$ cat src/rtl/core/lslf_pkg.sv
`default_nettype none
// ----------------------------------------------------------------------------
// lslf_pkg
// Shared constants, status codes and width helpers for the line fit block.
// ----------------------------------------------------------------------------
package lslf_pkg;

  localparam int MAX_POINTS_DEF = 16;
  localparam int QUEUE_DEPTH    = 2;

  typedef enum logic [1:0] {
    FIT_OK      = 2'd0,
    FIT_DEGEN   = 2'd1,
    FIT_DROPPED = 2'd2
  } fit_status_t;

  // point counter, holds 0..max_points
  function automatic int cnt_w(input int max_points);
    return $clog2(max_points + 1);
  endfunction

  // running sums of x and y
  function automatic int sx_w(input int max_points);
    return 17 + $clog2(max_points);
  endfunction

  // running sums of x*y and x*x
  function automatic int sp_w(input int max_points);
    return 32 + $clog2(max_points);
  endfunction

  function automatic int snap_w(input int max_points);
    return cnt_w(max_points) + 2 * sx_w(max_points) + 2 * sp_w(max_points) + 1;
  endfunction

  // numerator and denominator of the slope
  function automatic int num_w(input int max_points);
    int a;
    int b;
    a = cnt_w(max_points) + 1 + sp_w(max_points);
    b = 2 * sx_w(max_points);
    return ((a > b) ? a : b) + 1;
  endfunction

  // divider dividend: slope numerator scaled by 2^16, or intercept numerator / 256
  function automatic int dvd_w(input int max_points);
    int a;
    int b;
    a = num_w(max_points) + 16;
    b = 25 + sx_w(max_points);
    return (a > b) ? a : b;
  endfunction

endpackage
`default_nettype wire

$ cat src/rtl/core/lslf_front.sv
`default_nettype none
// ----------------------------------------------------------------------------
// lslf_front
// Accepts points, keeps the count and running sums, and hands a snapshot of
// the sums to the queue on the closing point of each set.
// ----------------------------------------------------------------------------
module lslf_front
  import lslf_pkg::*;
#(
  parameter int MAX_POINTS = MAX_POINTS_DEF
) (
  input  wire logic                            clk,
  input  wire logic                            rst_n,
  input  wire logic                            accept,
  input  wire logic signed [15:0]              x_sample,
  input  wire logic signed [15:0]              y_sample,
  input  wire logic                            last_point,
  output logic                                 push,
  output logic [snap_w(MAX_POINTS)-1:0]        snap
);

  localparam int CNT_W = cnt_w(MAX_POINTS);
  localparam int SX_W  = sx_w(MAX_POINTS);
  localparam int SP_W  = sp_w(MAX_POINTS);

  logic        [CNT_W-1:0] cnt_r, cnt_nxt;
  logic signed [SX_W-1:0]  sx_r, sx_nxt;
  logic signed [SX_W-1:0]  sy_r, sy_nxt;
  logic signed [SP_W-1:0]  sxy_r, sxy_nxt;
  logic signed [SP_W-1:0]  sxx_r, sxx_nxt;
  logic                    ovf_r, ovf_nxt;
  logic                    keep;
  logic signed [31:0]      xy;
  logic signed [31:0]      xx;

  always_comb begin
    keep    = (cnt_r < CNT_W'(MAX_POINTS));
    xy      = 32'(x_sample) * 32'(y_sample);
    xx      = 32'(x_sample) * 32'(x_sample);
    cnt_nxt = keep ? (cnt_r + CNT_W'(1)) : cnt_r;
    sx_nxt  = keep ? (sx_r + SX_W'(x_sample)) : sx_r;
    sy_nxt  = keep ? (sy_r + SX_W'(y_sample)) : sy_r;
    sxy_nxt = keep ? (sxy_r + SP_W'(xy)) : sxy_r;
    sxx_nxt = keep ? (sxx_r + SP_W'(xx)) : sxx_r;
    ovf_nxt = ovf_r | ~keep;
  end

  assign push = accept & last_point;
  assign snap = {cnt_nxt, sx_nxt, sy_nxt, sxy_nxt, sxx_nxt, ovf_nxt};

  always_ff @(posedge clk) begin
    if (!rst_n || (accept && last_point)) begin
      cnt_r <= '0;
      sx_r  <= '0;
      sy_r  <= '0;
      sxy_r <= '0;
      sxx_r <= '0;
      ovf_r <= 1'b0;
    end else if (accept) begin
      cnt_r <= cnt_nxt;
      sx_r  <= sx_nxt;
      sy_r  <= sy_nxt;
      sxy_r <= sxy_nxt;
      sxx_r <= sxx_nxt;
      ovf_r <= ovf_nxt;
    end
  end

  a_cnt_cap: assert property (@(posedge clk) disable iff (!rst_n)
    cnt_r <= CNT_W'(MAX_POINTS))
    else $error("point count above capacity");

endmodule
`default_nettype wire

$ cat config.mk
export PLATFORM = sky130hd
export DESIGN_NAME = lslf_front
export DESIGN_NICKNAME = d
export VERILOG_FILES = /design/src/rtl/core/lslf_pkg.sv /design/src/rtl/core/lslf_front.sv
export SDC_FILE = /design/constraint.sdc
export NUM_CORES = 2
export LEC_CHECK = 0
export BUFFER_PORTS_ARGS = -buffer_cell sky130_fd_sc_hd__buf_2
export CAP_MARGIN = 10
export CORE_ASPECT_RATIO = 0.5
export CORE_MARGIN = 1
export CORE_UTILIZATION = 59
export DETAILED_ROUTE_END_ITERATION = 16
export GPL_ROUTABILITY_DRIVEN = 0
export PLACE_DENSITY_LB_ADDON = 0.08
export SYNTH_ARGS = -nofsm -noshare
export SYNTH_HDL_FRONTEND = slang
export SYNTH_SLANG_ARGS = --single-unit
export TNS_END_PERCENT = 30
$ cat constraint.sdc
create_clock -name clk -period 6.2 [get_ports clk]
set_input_delay 0.31 -clock clk [delete_from_list [all_inputs] [get_ports clk]]
set_output_delay 0.31 -clock clk [all_outputs]
set_load 0.05 [all_outputs]
# Yosys cells after proc, flatten, opt, wreduce, memory -nomap -nowiden

Index checks and enable logic that the tools add are counted.
Widths: inputs -> output; s select.

Register bits: 120

$add $sub $neg: 5
Multiply operators: 2
Magnitude comparators: 1
Muxes and demuxes: 5
Bitwise logic cells: 3
Reductions and logical operators: 3

Operators by type and width:

| cell                | number |
|---|---|
| $add 36x32->36      | 2 |
| $mux 36             | 2 |
| $mul 16x16->32      | 2 |
| $add 21x16->21      | 2 |
| $mux 21             | 2 |
| $add 5x1->5 const B | 1 |
| $lt 5x5->1 const B  | 1 |
| $mux 5              | 1 |
| $and 1x1->1         | 1 |
| $logic_and 1x1->1   | 1 |
| $logic_not 1->1     | 1 |
| $logic_or 1x1->1    | 1 |
| $not 1->1           | 1 |
| $or 1x1->1          | 1 |

# Logic depth before layout (Yosys ltp)

Depth in word-level cells: 3
Gate-level depth with buffers: 26
Depth with buffers taken out: 24

# Worst setup path before layout

Ideal clock, no wire load.

Kind: input to output
Start: input port x_sample[7]
End: output port snap[61]
Data arrival time: 7.290 ns
Slack: -1.400 ns
Stages: 23
Cell sequence: clkbuf_1 -> clkbuf_1 -> nand2_1 -> fa_1 -> inv_1 -> fa_1 -> inv_1 -> fa_1 -> inv_1 -> fa_1 -> fa_1 -> inv_1 -> fa_1 -> inv_1 -> ha_1 -> nand4_1 -> a211oi_1 -> o41ai_1 -> a21oi_1 -> o21ai_0 -> a21oi_1 -> o21ai_0 -> o311ai_0

Word-level cells in the longest chain between the ends: 3

Ends and longest elaborated chain:

| what           | line             | text |
|---|---|---|
| from (decl)    | lslf_front.sv:15 | `input wire logic signed [15:0] x_sample,` |
| $mul 16x16->32 | lslf_front.sv:38 | `xy = 32'(x_sample) * 32'(y_sample);` |
| $add 36x32->36 | lslf_front.sv:43 | `sxy_nxt = keep ? (sxy_r + SP_W'(xy)) : sxy_r;` |
| $mux 36        | lslf_front.sv:43 |  |
| to (decl)      | lslf_front.sv:19 | `output logic [snap_w(MAX_POINTS)-1:0] snap` |

Every way passes these cells.

# Worst setup path after layout

Start: input port x_sample[15]
End: output port snap[66]

Same word-level chain as after synthesis.

==> qor.csv <==
stage;metric;value;unit
synth;yosysWarnings;0;
clock_tree;tritoncts;yes;
synth;async_flop_share;0;
synth;synth_top_area_cell;fa_1;
global_route;grt_max_degree;87;
outcome;status;complete, but fails checks;
clock_tree;cts_sinks;120;
layout;area_growth;25.7;%
global_route;grt_first_pass_wirelength;135000;um
synth;seq_area_frac_synth;0.0800;
worst_setup_path;end_kind;output port;
global_route;grt-ovfl-total;0;
synth;synth_flop_cell;dfxtp_1;
synth;ys_seq_elements;120;
clock_tree;cts_hold_buf;0;
sta;hold_viol;0;
sta;fin_crit;6530;ps
synth;synth_area;30000;um^2
synth;synth_edf_count;0;
synth;syn_nets;4343;
drt;wl_per_cell;17.9;um
clock_tree;htree_levels;4;
worst_setup_path;critPathArrivalTime;6220;ps
global_route;grt_use_total;0.337;
global_route;antenna_found_initial;2;
drt;drc_errors;0;
clock_tree;clkSlewWorstSetupHoldPaths;60;ps
sta;timing.hold.ws;383;ps
worst_setup_path;worstSetupStartpointType;input port;
clock_tree;numCtsBuffers;17;
drt;drt-initial-drc-count;1724;
worst_setup_path;critPathKind;input port to output port;
drt;wl;83200;um
placement;io_buffers;156;
worst_setup_path;crit_required;5890;ps
sta;layout_worst_path_cycle_share;1.05;
layout;n_fill_cell;3662;
outcome;violations;negative setup slack;
clock_tree;clk_latency;480;ps
synth;postSynthCellCount;3435;
sta;slew_headroom;0.0923;
drt;viasPerCell;5.34;
job;maxCapViolCount;0;
placement;dpl.hpwl;65100;um
sta;fmax;153;MHz
synth;ys_top_cells_by_area;fa_1, ha_1, inv_1;
die;core_area;50200;um^2
clock_tree;cts_buffer_depth;2;
die;start_util;0.598;
worst_hold_path;holdCritPathClass;input port to flip-flop;
sta;setup_ws;-326;ps
worst_setup_path;crit_path_max_fanout;6;
die;die_w;321;um
synth;synth_top_area_share;0.398;
sta;rsz0062_at_grt;yes;
die;die-area;51800;um^2
drt;antenna_left;0;
sta;final.setup_skew;11.8;ps
clock_tree;cts_root_buffer;clkbuf_16;
drt;dr.pass1.iters;5;
die;rows;58;
synth;yosysUniqueCellTypes;69;
synth;synth.avg_cell_area;8.74;um^2
global_route;grt_pass1_vias;25938;
drt;vias;24808;
sta;slew_violations;0;
die;die_h;162;um
layout;fin_nets;4853;
layout;drive_gt1_frac;0.244;
die;ios;157;
sta;tightest_slew;1350;ps
sta;setup-violations-final;31;
-- stage by stage --
stage / std cells / worst slack, ps / cell area [um^2] / setup TNS, ps / utilization
4_1_cts: 4624 / -341 / 37000 / -4050 / 0.737
3_3_place_gp: 4542 / -732 / 34800 / -24290 / 0.692
3_5_place_dp: 4542 / -864 / 34800 / -35450 / 0.692
5_1_grt: 4648 / -504 / 37700 / -12320 / 0.752
6_report: 4648 / -326 / 37700 / -5600 / 0.752
2_1_floorplan: 3435 / -296 / 30500 / -3630 / -
-- logic make-up after synthesis --
| group | Yosys count | share of synthesized area |
|---|---|---|
| AO/OA/AOI/OAI | 429 | 0.0918 |
| XOR/XNOR | 125 | 0.0365 |
| buffers and inverters | 952 | 0.119 |
| flip-flops | 120 | 0.0800 |
| multiplexers | 69 | 0.0238 |
| adder cells (fa/ha/maj) | 872 | 0.513 |
| AND/OR/NAND/NOR | 868 | 0.136 |
-- critical path, cell delays in order --
cell and delay (ps):
buf_12 110, buf_8 120, and2_4 140, inv_2 40, fa_2 600, buf_6 130
inv_4 40, fa_1 470, inv_1 50, fa_1 490, inv_1 40, fa_1 450
fa_1 500, inv_1 60, fa_1 490, inv_2 50, ha_4 240, nand2_4 70
o21ai_4 70, o41ai_4 370, nor3b_4 280, o21ai_4 130, buf_4 160, buf_6 130
a41oi_2 170, xor2_1 230, o21ai_2 80, buf_6 180
-- registers in the layout (all words and copies together), names as in the netlist --
register and cells:
cnt_r 5, sx_r 21, ovf_r 1, sy_r 21
sxx_r 36, sxy_r 36
-- synthesized netlist by cell type, types with 19 or more instances --
master and n:
ha_1 275, o21a_1 21, nor2b_1 19, a21o_1 58, fa_1 597, inv_1 815
clkbuf_1 127, nor2_1 173, xor2_1 48, xnor2_1 77, and3_1 20, mux2i_1 50
and2_1 177, nor3_1 30, mux2_2 19, nand2_1 343, nand3_1 42, a21oi_1 90
dfxtp_1 120, o21ai_0 137
-- routing by layer --
layer / vias to the layer above / share of wire / global-route usage
li1: 11500 / - / -
met1: 12383 / 0.43 / 0.477
met2: 817 / 0.46 / 0.535
met3: 106 / 0.082 / 0.0629
met4: 2 / 0.025 / 0.0900
met5: - / 0.00016 / 0
-- placed cells by master, fill, tap and decap left out, types with 31 or more instances in the layout --
master,count
buf_12,32
and2_1,158
mux2i_1,49
nand2_1,325
inv_2,31
a21o_1,57
ha_1,246
buf_2,92
buf_6,67
nand3_1,42
fa_2,32
buf_4,417
nor2_1,166
xnor2_1,63
o21ai_0,94
dfxtp_1,119
xor2_1,40
fa_1,565
inv_1,782
a21oi_1,64
-- worst paths after layout --
| check | start | endpoint | slack (ps) | depth (start not counted) |
|---|---|---|---|---|
| worst max-delay path | x_sample[15] | snap[66] | -330 | 28 |
| worst min-delay path | accept | sx_r[15] | 380 | 2 |
| worst max register to register | sxy_r[15] | sxy_r[29] | 780 | 21 |
| worst min register to register | ovf_r | ovf_r | 490 | 2 |
-- area by class of cell --
type,instances,area (um^2),share of cell area
Clock buffer,28,507,0.0134
Multi-Input combinational cell,2363,25600,0.679
Antenna cell,1,2.50,0.0000663
Timing Repair Buffer,627,5260,0.139
Clock inverter,3,15.0,0.000398
Inverter,816,3070,0.0813
Sequential cell,120,2410,0.0638
Tap cell,690,863,0.0229
-- repair_timing --
action,4_1_cts,5_1_grt
setup buffers,51,26
setup endpoints to repair,50,47
gates resized for setup,337,125
pin swaps,135,115
cloned,0,0
Power is left out: the tool's default activity adds up to more than one toggle a clock period on the data nets, which glitch-free logic cannot reach.
