[src/rtl/core/lslf_pkg.sv]
`default_nettype none
// ----------------------------------------------------------------------------
// lslf_pkg
// Shared constants, status codes and width helpers for the line fit block.
// ----------------------------------------------------------------------------
package lslf_pkg;

  localparam int MAX_POINTS_DEF = 16;
  localparam int QUEUE_DEPTH    = 2;

  typedef enum logic [1:0] {
    FIT_OK      = 2'd0,
    FIT_DEGEN   = 2'd1,
    FIT_DROPPED = 2'd2
  } fit_status_t;

  // point counter, holds 0..max_points
  function automatic int cnt_w(input int max_points);
    return $clog2(max_points + 1);
  endfunction

  // running sums of x and y
  function automatic int sx_w(input int max_points);
    return 17 + $clog2(max_points);
  endfunction

  // running sums of x*y and x*x
  function automatic int sp_w(input int max_points);
    return 32 + $clog2(max_points);
  endfunction

  function automatic int snap_w(input int max_points);
    return cnt_w(max_points) + 2 * sx_w(max_points) + 2 * sp_w(max_points) + 1;
  endfunction

  // numerator and denominator of the slope
  function automatic int num_w(input int max_points);
    int a;
    int b;
    a = cnt_w(max_points) + 1 + sp_w(max_points);
    b = 2 * sx_w(max_points);
    return ((a > b) ? a : b) + 1;
  endfunction

  // divider dividend: slope numerator scaled by 2^16, or intercept numerator / 256
  function automatic int dvd_w(input int max_points);
    int a;
    int b;
    a = num_w(max_points) + 16;
    b = 25 + sx_w(max_points);
    return (a > b) ? a : b;
  endfunction

endpackage
`default_nettype wire

[src/rtl/core/lslf_queue.sv]
`default_nettype none
// ----------------------------------------------------------------------------
// lslf_queue
// Short first-in first-out queue of sum snapshots between front and back.
// ----------------------------------------------------------------------------
module lslf_queue
  import lslf_pkg::*;
#(
  parameter int WIDTH = 8,
  parameter int DEPTH = QUEUE_DEPTH
) (
  input  wire logic             clk,
  input  wire logic             rst_n,
  input  wire logic             push,
  input  wire logic [WIDTH-1:0] wr_data,
  input  wire logic             pop,
  output logic [WIDTH-1:0]      rd_data,
  output logic                  valid,
  output logic                  full
);

  localparam int PTR_W = (DEPTH > 1) ? $clog2(DEPTH) : 1;
  localparam int CNT_W = $clog2(DEPTH + 1);

  logic [WIDTH-1:0] mem [DEPTH];
  logic [PTR_W-1:0] wr_ptr_r;
  logic [PTR_W-1:0] rd_ptr_r;
  logic [PTR_W-1:0] rd_ptr_nxt;
  logic [CNT_W-1:0] count_r;
  logic [WIDTH-1:0] rd_data_r;

  assign valid   = (count_r != '0);
  assign full    = (count_r == CNT_W'(DEPTH));
  assign rd_data = rd_data_r;

  always_comb begin
    rd_ptr_nxt = rd_ptr_r;
    if (pop) begin
      rd_ptr_nxt = (rd_ptr_r == PTR_W'(DEPTH - 1)) ? '0 : rd_ptr_r + PTR_W'(1);
    end
  end

  always_ff @(posedge clk) begin
    if (push) begin
      mem[wr_ptr_r] <= wr_data;
    end
    // hold the head word; pass the incoming word through when it lands at the head
    if (push && (wr_ptr_r == rd_ptr_nxt)) begin
      rd_data_r <= wr_data;
    end else begin
      rd_data_r <= mem[rd_ptr_nxt];
    end
  end

  always_ff @(posedge clk) begin
    if (!rst_n) begin
      wr_ptr_r <= '0;
      rd_ptr_r <= '0;
      count_r  <= '0;
    end else begin
      if (push) begin
        wr_ptr_r <= (wr_ptr_r == PTR_W'(DEPTH - 1)) ? '0 : wr_ptr_r + PTR_W'(1);
      end
      rd_ptr_r <= rd_ptr_nxt;
      if (push && !pop) begin
        count_r <= count_r + CNT_W'(1);
      end else if (pop && !push) begin
        count_r <= count_r - CNT_W'(1);
      end
    end
  end

  a_no_overrun: assert property (@(posedge clk) disable iff (!rst_n)
    push |-> !full)
    else $error("push into a full queue");

  a_no_underrun: assert property (@(posedge clk) disable iff (!rst_n)
    pop |-> valid)
    else $error("pop from an empty queue");

endmodule
`default_nettype wire

[config.mk]
export PLATFORM = sky130hd
export DESIGN_NAME = lslf_queue
export DESIGN_NICKNAME = d
export VERILOG_FILES = /design/src/rtl/core/lslf_pkg.sv /design/src/rtl/core/lslf_queue.sv
export SDC_FILE = /design/constraint.sdc
export NUM_CORES = 1
export LEC_CHECK = 0
export BUFFER_PORTS_ARGS = -buffer_cell sky130_fd_sc_hd__buf_2
export CORE_UTILIZATION = 48
export CTS_CLUSTER_DIAMETER = 50
export CTS_CLUSTER_SIZE = 25
export DETAILED_ROUTE_END_ITERATION = 12
export HOLD_SLACK_MARGIN = 0.05
export PLACE_DENSITY_LB_ADDON = 0.1
export SLEW_MARGIN = 5
export SYNTH_ARGS = -nofsm -noshare
export SYNTH_HDL_FRONTEND = slang
export SYNTH_SLANG_ARGS = --single-unit
[constraint.sdc]
create_clock -name clk -period 1.2 [get_ports clk]
set_input_delay 0.06 -clock clk [delete_from_list [all_inputs] [get_ports clk]]
set_output_delay 0.06 -clock clk [all_outputs]
set_load 0.1 [all_outputs]
# After elaboration in Yosys (flattened, before gate mapping)
# Memory sizes are Yosys's and may differ from the RTL's. A register that Yosys moved wholly into a read port is not among the register bits.
# Index checks and enable logic that the tools add are counted.
dict set report totals {
  latchBits 0
  ff_bits 4
  input_bits 12
  rom_bits 0
  ramBits 16
  mem_count 1
  out_inout_bits 10
}
# memory words width read_ports rd_clocked_by_memory_dff write_ports line_no
set mem_list {}
lappend mem_list {mem 2 8 1 1 1 lslf_queue.sv:25} ;# logic [WIDTH-1:0] mem [DEPTH];
dict set report classes {
  eq_ne 1
  reduce_logical 6
  muxes 7
  div 0
  multipliers 0
  order_cmp 0
  shifts 0
  add_sub_neg 4
  bitwise 0
}
# operator count
set ops {}
lappend ops {{1-bit two-way mux} 5}
lappend ops {{2-bit two-way mux} 2}
lappend ops {{2-bit nonzero test} 2}
lappend ops {{1-bit adder (second input constant)} 2}
lappend ops {{2-bit by 1-bit adder with 2-bit output (second input constant)} 1}
lappend ops {{2-bit == test (second input constant)} 1}
lappend ops {{1-bit logical AND} 2}
lappend ops {{1-bit zero test} 2}
lappend ops {{2-bit by 1-bit subtractor with 2-bit output (second input constant)} 1}

# Logic depth before layout (Yosys ltp)
dict set report logic_depth {
  depth_word 4
  ltp_mapped 5
  mapped_depth_nobuf 5
}

# Worst setup path after synthesis
# OpenSTA, ideal clock, no wires.
dict set report synth_path {
  kind {reg-to-reg}
  start {register wr_ptr_r}
  end {memory mem[0][0], enable pin}
  path_buffers 0
  slack_ps 96
  path_stages_with_launch 2
  synth_period_minus_slack_ps 1104
  setup_ps 375
  arrival_time_ps 730
  required_time_ps 825
  path_cell_list {dfxtp_1 > nor2b_1}
}
# element line_no
set synth_rtl {}
lappend synth_rtl {{start: declaration} lslf_queue.sv:26} ;# logic [PTR_W-1:0] wr_ptr_r;
lappend synth_rtl {{start signal: assignment} lslf_queue.sv:62} ;# wr_ptr_r <= (wr_ptr_r == PTR_W'(DEPTH - 1)) ? '0 : wr_ptr_r + PTR_W'(1);
lappend synth_rtl {{end: declaration} lslf_queue.sv:25}
# Straight into the memory's write port.

==> tab_implementation.tex <==
\begin{tabular}{lr}
\hline
Metric & Value \\
\hline
\multicolumn{2}{l}{\textbf{Timing}} \\
\quad RSZ-0062 raised after global routing & yes \\
\quad Post-route fraction of the period consumed by the critical path & 109\% \\
\quad Normalized max-slew margin & 75.8\% \\
\quad Upper clock frequency limit & 767 MHz \\
\quad Post-Route Skew & 0.00670 ns \\
\quad Transition time of the tightest slew-check pin & 0.363 ns \\
\quad Final count of hold timing violations & 0 \\
\quad Hold WS & 0.115 ns \\
\quad Post-route setup TNS & -0.806 ns \\
\quad Fin. max-slew vios & 0 \\
\quad PnR worst setup slack & -0.105 ns \\
\quad Finish-stage setup viols & 8 \\
\quad Tmin final & 1.30 ns \\
\multicolumn{2}{l}{\textbf{Critical path}} \\
\quad Worst path arrival time & 1.24 ns \\
\quad Kind of critical path & flip-flop to output pin \\
\quad Endpoint required time on the critical path & 1.14 ns \\
\quad Endpoint type of the worst setup path & output pin \\
\quad Worst-path maximum fanout & 8 \\
\quad Startpoint type of the worst setup path & flip-flop \\
\multicolumn{2}{l}{\textbf{Yosys}} \\
\quad Number of cells produced by synthesis & 46 \\
\quad Cell types with the largest area share after synthesis & sky130\_fd\_sc\_hd\_\_edfxtp\_1 61\%, sky130\_fd\_sc\_hd\_\_dfxtp\_1 13\%, sky130\_fd\_sc\_hd\_\_mux2\_2 11\%, sky130\_fd\_sc\_hd\_\_and2\_1 2.4\%, sky130\_fd\_sc\_hd\_\_xor2\_1 2.2\% \\
\quad Combinational family with the most area after synthesis & multiplexers \\
\quad Portion of the post-synthesis area used by sequential elements & 73.4\% \\
\quad Top cell type by total area after synthesis & sky130\_fd\_sc\_hd\_\_edfxtp\_1 \\
\quad Commonest register cell after synthesis & sky130\_fd\_sc\_hd\_\_edfxtp\_1 \\
\quad Top-count cell post-synth & sky130\_fd\_sc\_hd\_\_edfxtp\_1 \\
\quad Per-instance average area after synthesis & 17.2 um\^{}2 \\
\quad Area of the mapped netlist & 791 um\^{}2 \\
\quad Post-synthesis adder-cell area fraction & 1.58\% \\
\quad Post-synthesis share of cell area spent on and, or, nand and nor gates & 6.65\% \\
\quad Top cell types by occurrence after synthesis & 16 x sky130\_fd\_sc\_hd\_\_edfxtp\_1, 8 x sky130\_fd\_sc\_hd\_\_mux2\_2, 5 x sky130\_fd\_sc\_hd\_\_dfxtp\_1 \\
\quad Synth Area in Compound Gates & 2.53\% \\
\quad Yosys warnings & 0 \\
\quad Synth Area in XOR/XNOR & 3.32\% \\
\quad Share of synthesized registers carrying an async set or reset & 0\% \\
\quad Count of unique library cells instantiated by Yosys & 16 \\
\quad Net count after synthesis & 59 \\
\quad Post-synth top area share & 60.8\% \\
\quad Flip-flop and latch count after synthesis & 21 \\
\quad Number of enable-type register cells in the synthesized netlist & 16 \\
\quad Post-synthesis mux area share & 11.4\% \\
\multicolumn{2}{l}{\textbf{Power}} \\
\quad Leakage Power & 0.521 nW \\
\quad Switching power & 665 uW \\
\quad Clock power frac & 16.1\% \\
\quad Max VDD drop & 0.00114 V \\
\quad Internal power consumption & 1.27 mW \\
\quad Power density cells & 1560 nW/um\^{}2 \\
\quad Register share of total power & 45.5\% \\
\quad Gate power share & 38.4\% \\
\quad Sw Ratio & 34.3\% \\
\multicolumn{2}{l}{\textbf{Placed design}} \\
\quad Number of port buffers & 21 \\
\quad Post-placement worst setup slack & 0.0526 ns \\
\quad RePlAce Congestion & 0.612 \\
\multicolumn{2}{l}{\textbf{Routing}} \\
\quad Number of search-and-repair iterations in the first detailed-routing pass & 2 \\
\quad DRT iter0 DRCs & 8 \\
\quad \# DRC & 0 \\
\quad Total number of vias & 483 \\
\quad Vias per cell & 4.93 \\
\quad WL per Instance & 13.2 um \\
\quad Count of antenna-violating nets left after detailed routing & 0 \\
\quad Routed Wire Length & 1290 um \\
\multicolumn{2}{l}{\textbf{Floorplanning}} \\
\quad Num ports & 22 \\
\quad Initial Utilization & 51.9\% \\
\quad Die width & 42.6 um \\
\quad Die Y & 42.6 um \\
\quad Placeable core region & 1520 um\^{}2 \\
\quad Number of rows created at floorplan & 14 \\
\quad Die ar. & 1810 um\^{}2 \\
\multicolumn{2}{l}{\textbf{Global route}} \\
\quad Overflow left after global routing & 0 \\
\quad Number of antenna violations at the first check in global routing & 0 \\
\quad First-pass GRT wire length & 2190 um \\
\quad Pin count of the biggest net entering global routing & 13 \\
\quad Overall track demand over capacity in global routing & 16.6\% \\
\quad Via count of the first global-routing pass & 511 \\
\multicolumn{2}{l}{\textbf{Clocking}} \\
\quad Number of buffers added for setup after CTS & 0 \\
\quad CTS tree & built \\
\quad Number of buffers added by the clock tree synthesis step & 3 \\
\quad H-Tree Depth & 1 \\
\quad Skew-Pair Late Insertion Delay & 0.29 ns \\
\quad CTS Root Cell & sky130\_fd\_sc\_hd\_\_clkbuf\_4 \\
\quad Clock transition at the registers of the reported paths & 0.11 ns \\
\quad Worst-case clock buffer depth & 2 \\
\quad Number of sinks driven by the clock tree & 21 \\
\multicolumn{2}{l}{\textbf{Finish}} \\
\quad Ratio of cells with drive above 1 in the final layout & 48.8\% \\
\quad Post-synthesis to final-layout area growth & 57.1\% \\
\quad Antenna cell count & 0 \\
\quad Post-layout utilization of the core & 81.5\% \\
\quad Number of nets at the end of the flow & 96 \\
\multicolumn{2}{l}{\textbf{Status}} \\
\quad Violated checks & negative setup slack \\
\quad Status & finished with violations \\
\multicolumn{2}{l}{\textbf{Job}} \\
\quad Max capacitance violation total & 0 \\
\multicolumn{2}{l}{\textbf{Hold path}} \\
\quad Tightest Hold Check Type & primary input to flip-flop \\
\hline
\end{tabular}
final timing paths:
| check | start | to | slack [ns] | depth (start not counted) |
|---|---|---|---|---|
| hold reg to reg | rd_ptr_r | flip-flop | 0.44 | 1 |
| setup / recovery | flip-flop | rd_data[1] | -0.10 | 2 |
| hold / removal | push | wr_ptr_r | 0.11 | 3 |
| setup reg to reg | count_r[0] | count_r[1] | 0.13 | 3 |
power groups by stage:
stage	registers (mW)	clock network (mW)	logic, mW
4_1_cts	0.878	0.323	0.739
5_1_grt	0.887	0.351	0.769
6_report	0.880	0.311	0.743
3_3_place_gp	0.882	0	0.684
2_1_floorplan	0.864	0	0.457
3_5_place_dp	0.885	0	0.692
metal layers:
layer  part of all wire, %  vias up  track usage, %  wire length [um]
li1                      -      241               -                 -
met1                    39      230            18.8               501
met2                    59       12            30.2               758
met3                   2.6        0            3.88                33
met4                     0        0            5.63                 0
met5                     0        -               0                 0
kinds of logic after synthesis:
kind of cell             Yosys count
AND/OR/NAND/NOR                    8
flip-flops                        21
buffers and inverters              2
adder cells (fa/ha/maj)            1
XOR/XNOR                           3
AO/OA/AOI/OAI                      3
multiplexers                       8
timing repair:
| item | in CTS | in global routing |
|---|---|---|
| gates resized for setup | 11 | 2 |
| endpoints found under the setup margin | 9 | 10 |
| endpoints found under the hold margin | 20 | 0 |
| hold buffers | 10 | 0 |
| gates cloned | 0 | 0 |
placed cells by master (no fill, tap or decap):
cell type,count
sky130_fd_sc_hd__edfxtp_1,16
sky130_fd_sc_hd__buf_2,11
sky130_fd_sc_hd__dlygate4sd3_1,10
sky130_fd_sc_hd__buf_12,10
sky130_fd_sc_hd__mux2_4,8
sky130_fd_sc_hd__and2_1,3
sky130_fd_sc_hd__clkbuf_4,3
sky130_fd_sc_hd__xor2_1,2
sky130_fd_sc_hd__nor2b_1,2
sky130_fd_sc_hd__dfxtp_2,2
sky130_fd_sc_hd__buf_4,2
sky130_fd_sc_hd__dfxtp_1,2
sky130_fd_sc_hd__and2b_2,1
sky130_fd_sc_hd__or2_4,1
sky130_fd_sc_hd__xnor2_1,1
sky130_fd_sc_hd__o21a_1,1
sky130_fd_sc_hd__o21ai_0,1
sky130_fd_sc_hd__or3_1,1
sky130_fd_sc_hd__a21boi_1,1
sky130_fd_sc_hd__inv_1,1
sky130_fd_sc_hd__ha_1,1
sky130_fd_sc_hd__dfxtp_4,1
sky130_fd_sc_hd__clkinv_2,1
per-stage QoR:
stage	instances	power (mW)	instance area, um^2
final	98	1.93	1240
after detailed placement	84	1.58	1080
after global placement	84	1.57	1080
after CTS	98	1.94	1240
after global routing	98	2.01	1240
after floorplan	46	1.32	791
critical path, cell delays in order, from the launching register on:
cell and delay [ns]:
sky130_fd_sc_hd__dfxtp_4 0.45, sky130_fd_sc_hd__mux2_4 0.33, sky130_fd_sc_hd__buf_12 0.17
state kept, by name, summed over array words and instances (netlist names), named ones only:
register,count
wr_ptr_r,1
mem,16
count_r,2
rd_ptr_r,1
cell type report:
class / instances / area, um^2
Timing Repair Buffer: 33 / 370
Sequential cell: 21 / 587
Clock buffer: 3 / 22.5
Clock inverter: 1 / 5.00
Fill cell: 83 / 282
Multi-Input combinational cell: 23 / 234
Tap cell: 16 / 20.0
Inverter: 1 / 3.75
No activity file was read; power rests on OpenSTA's default activity.
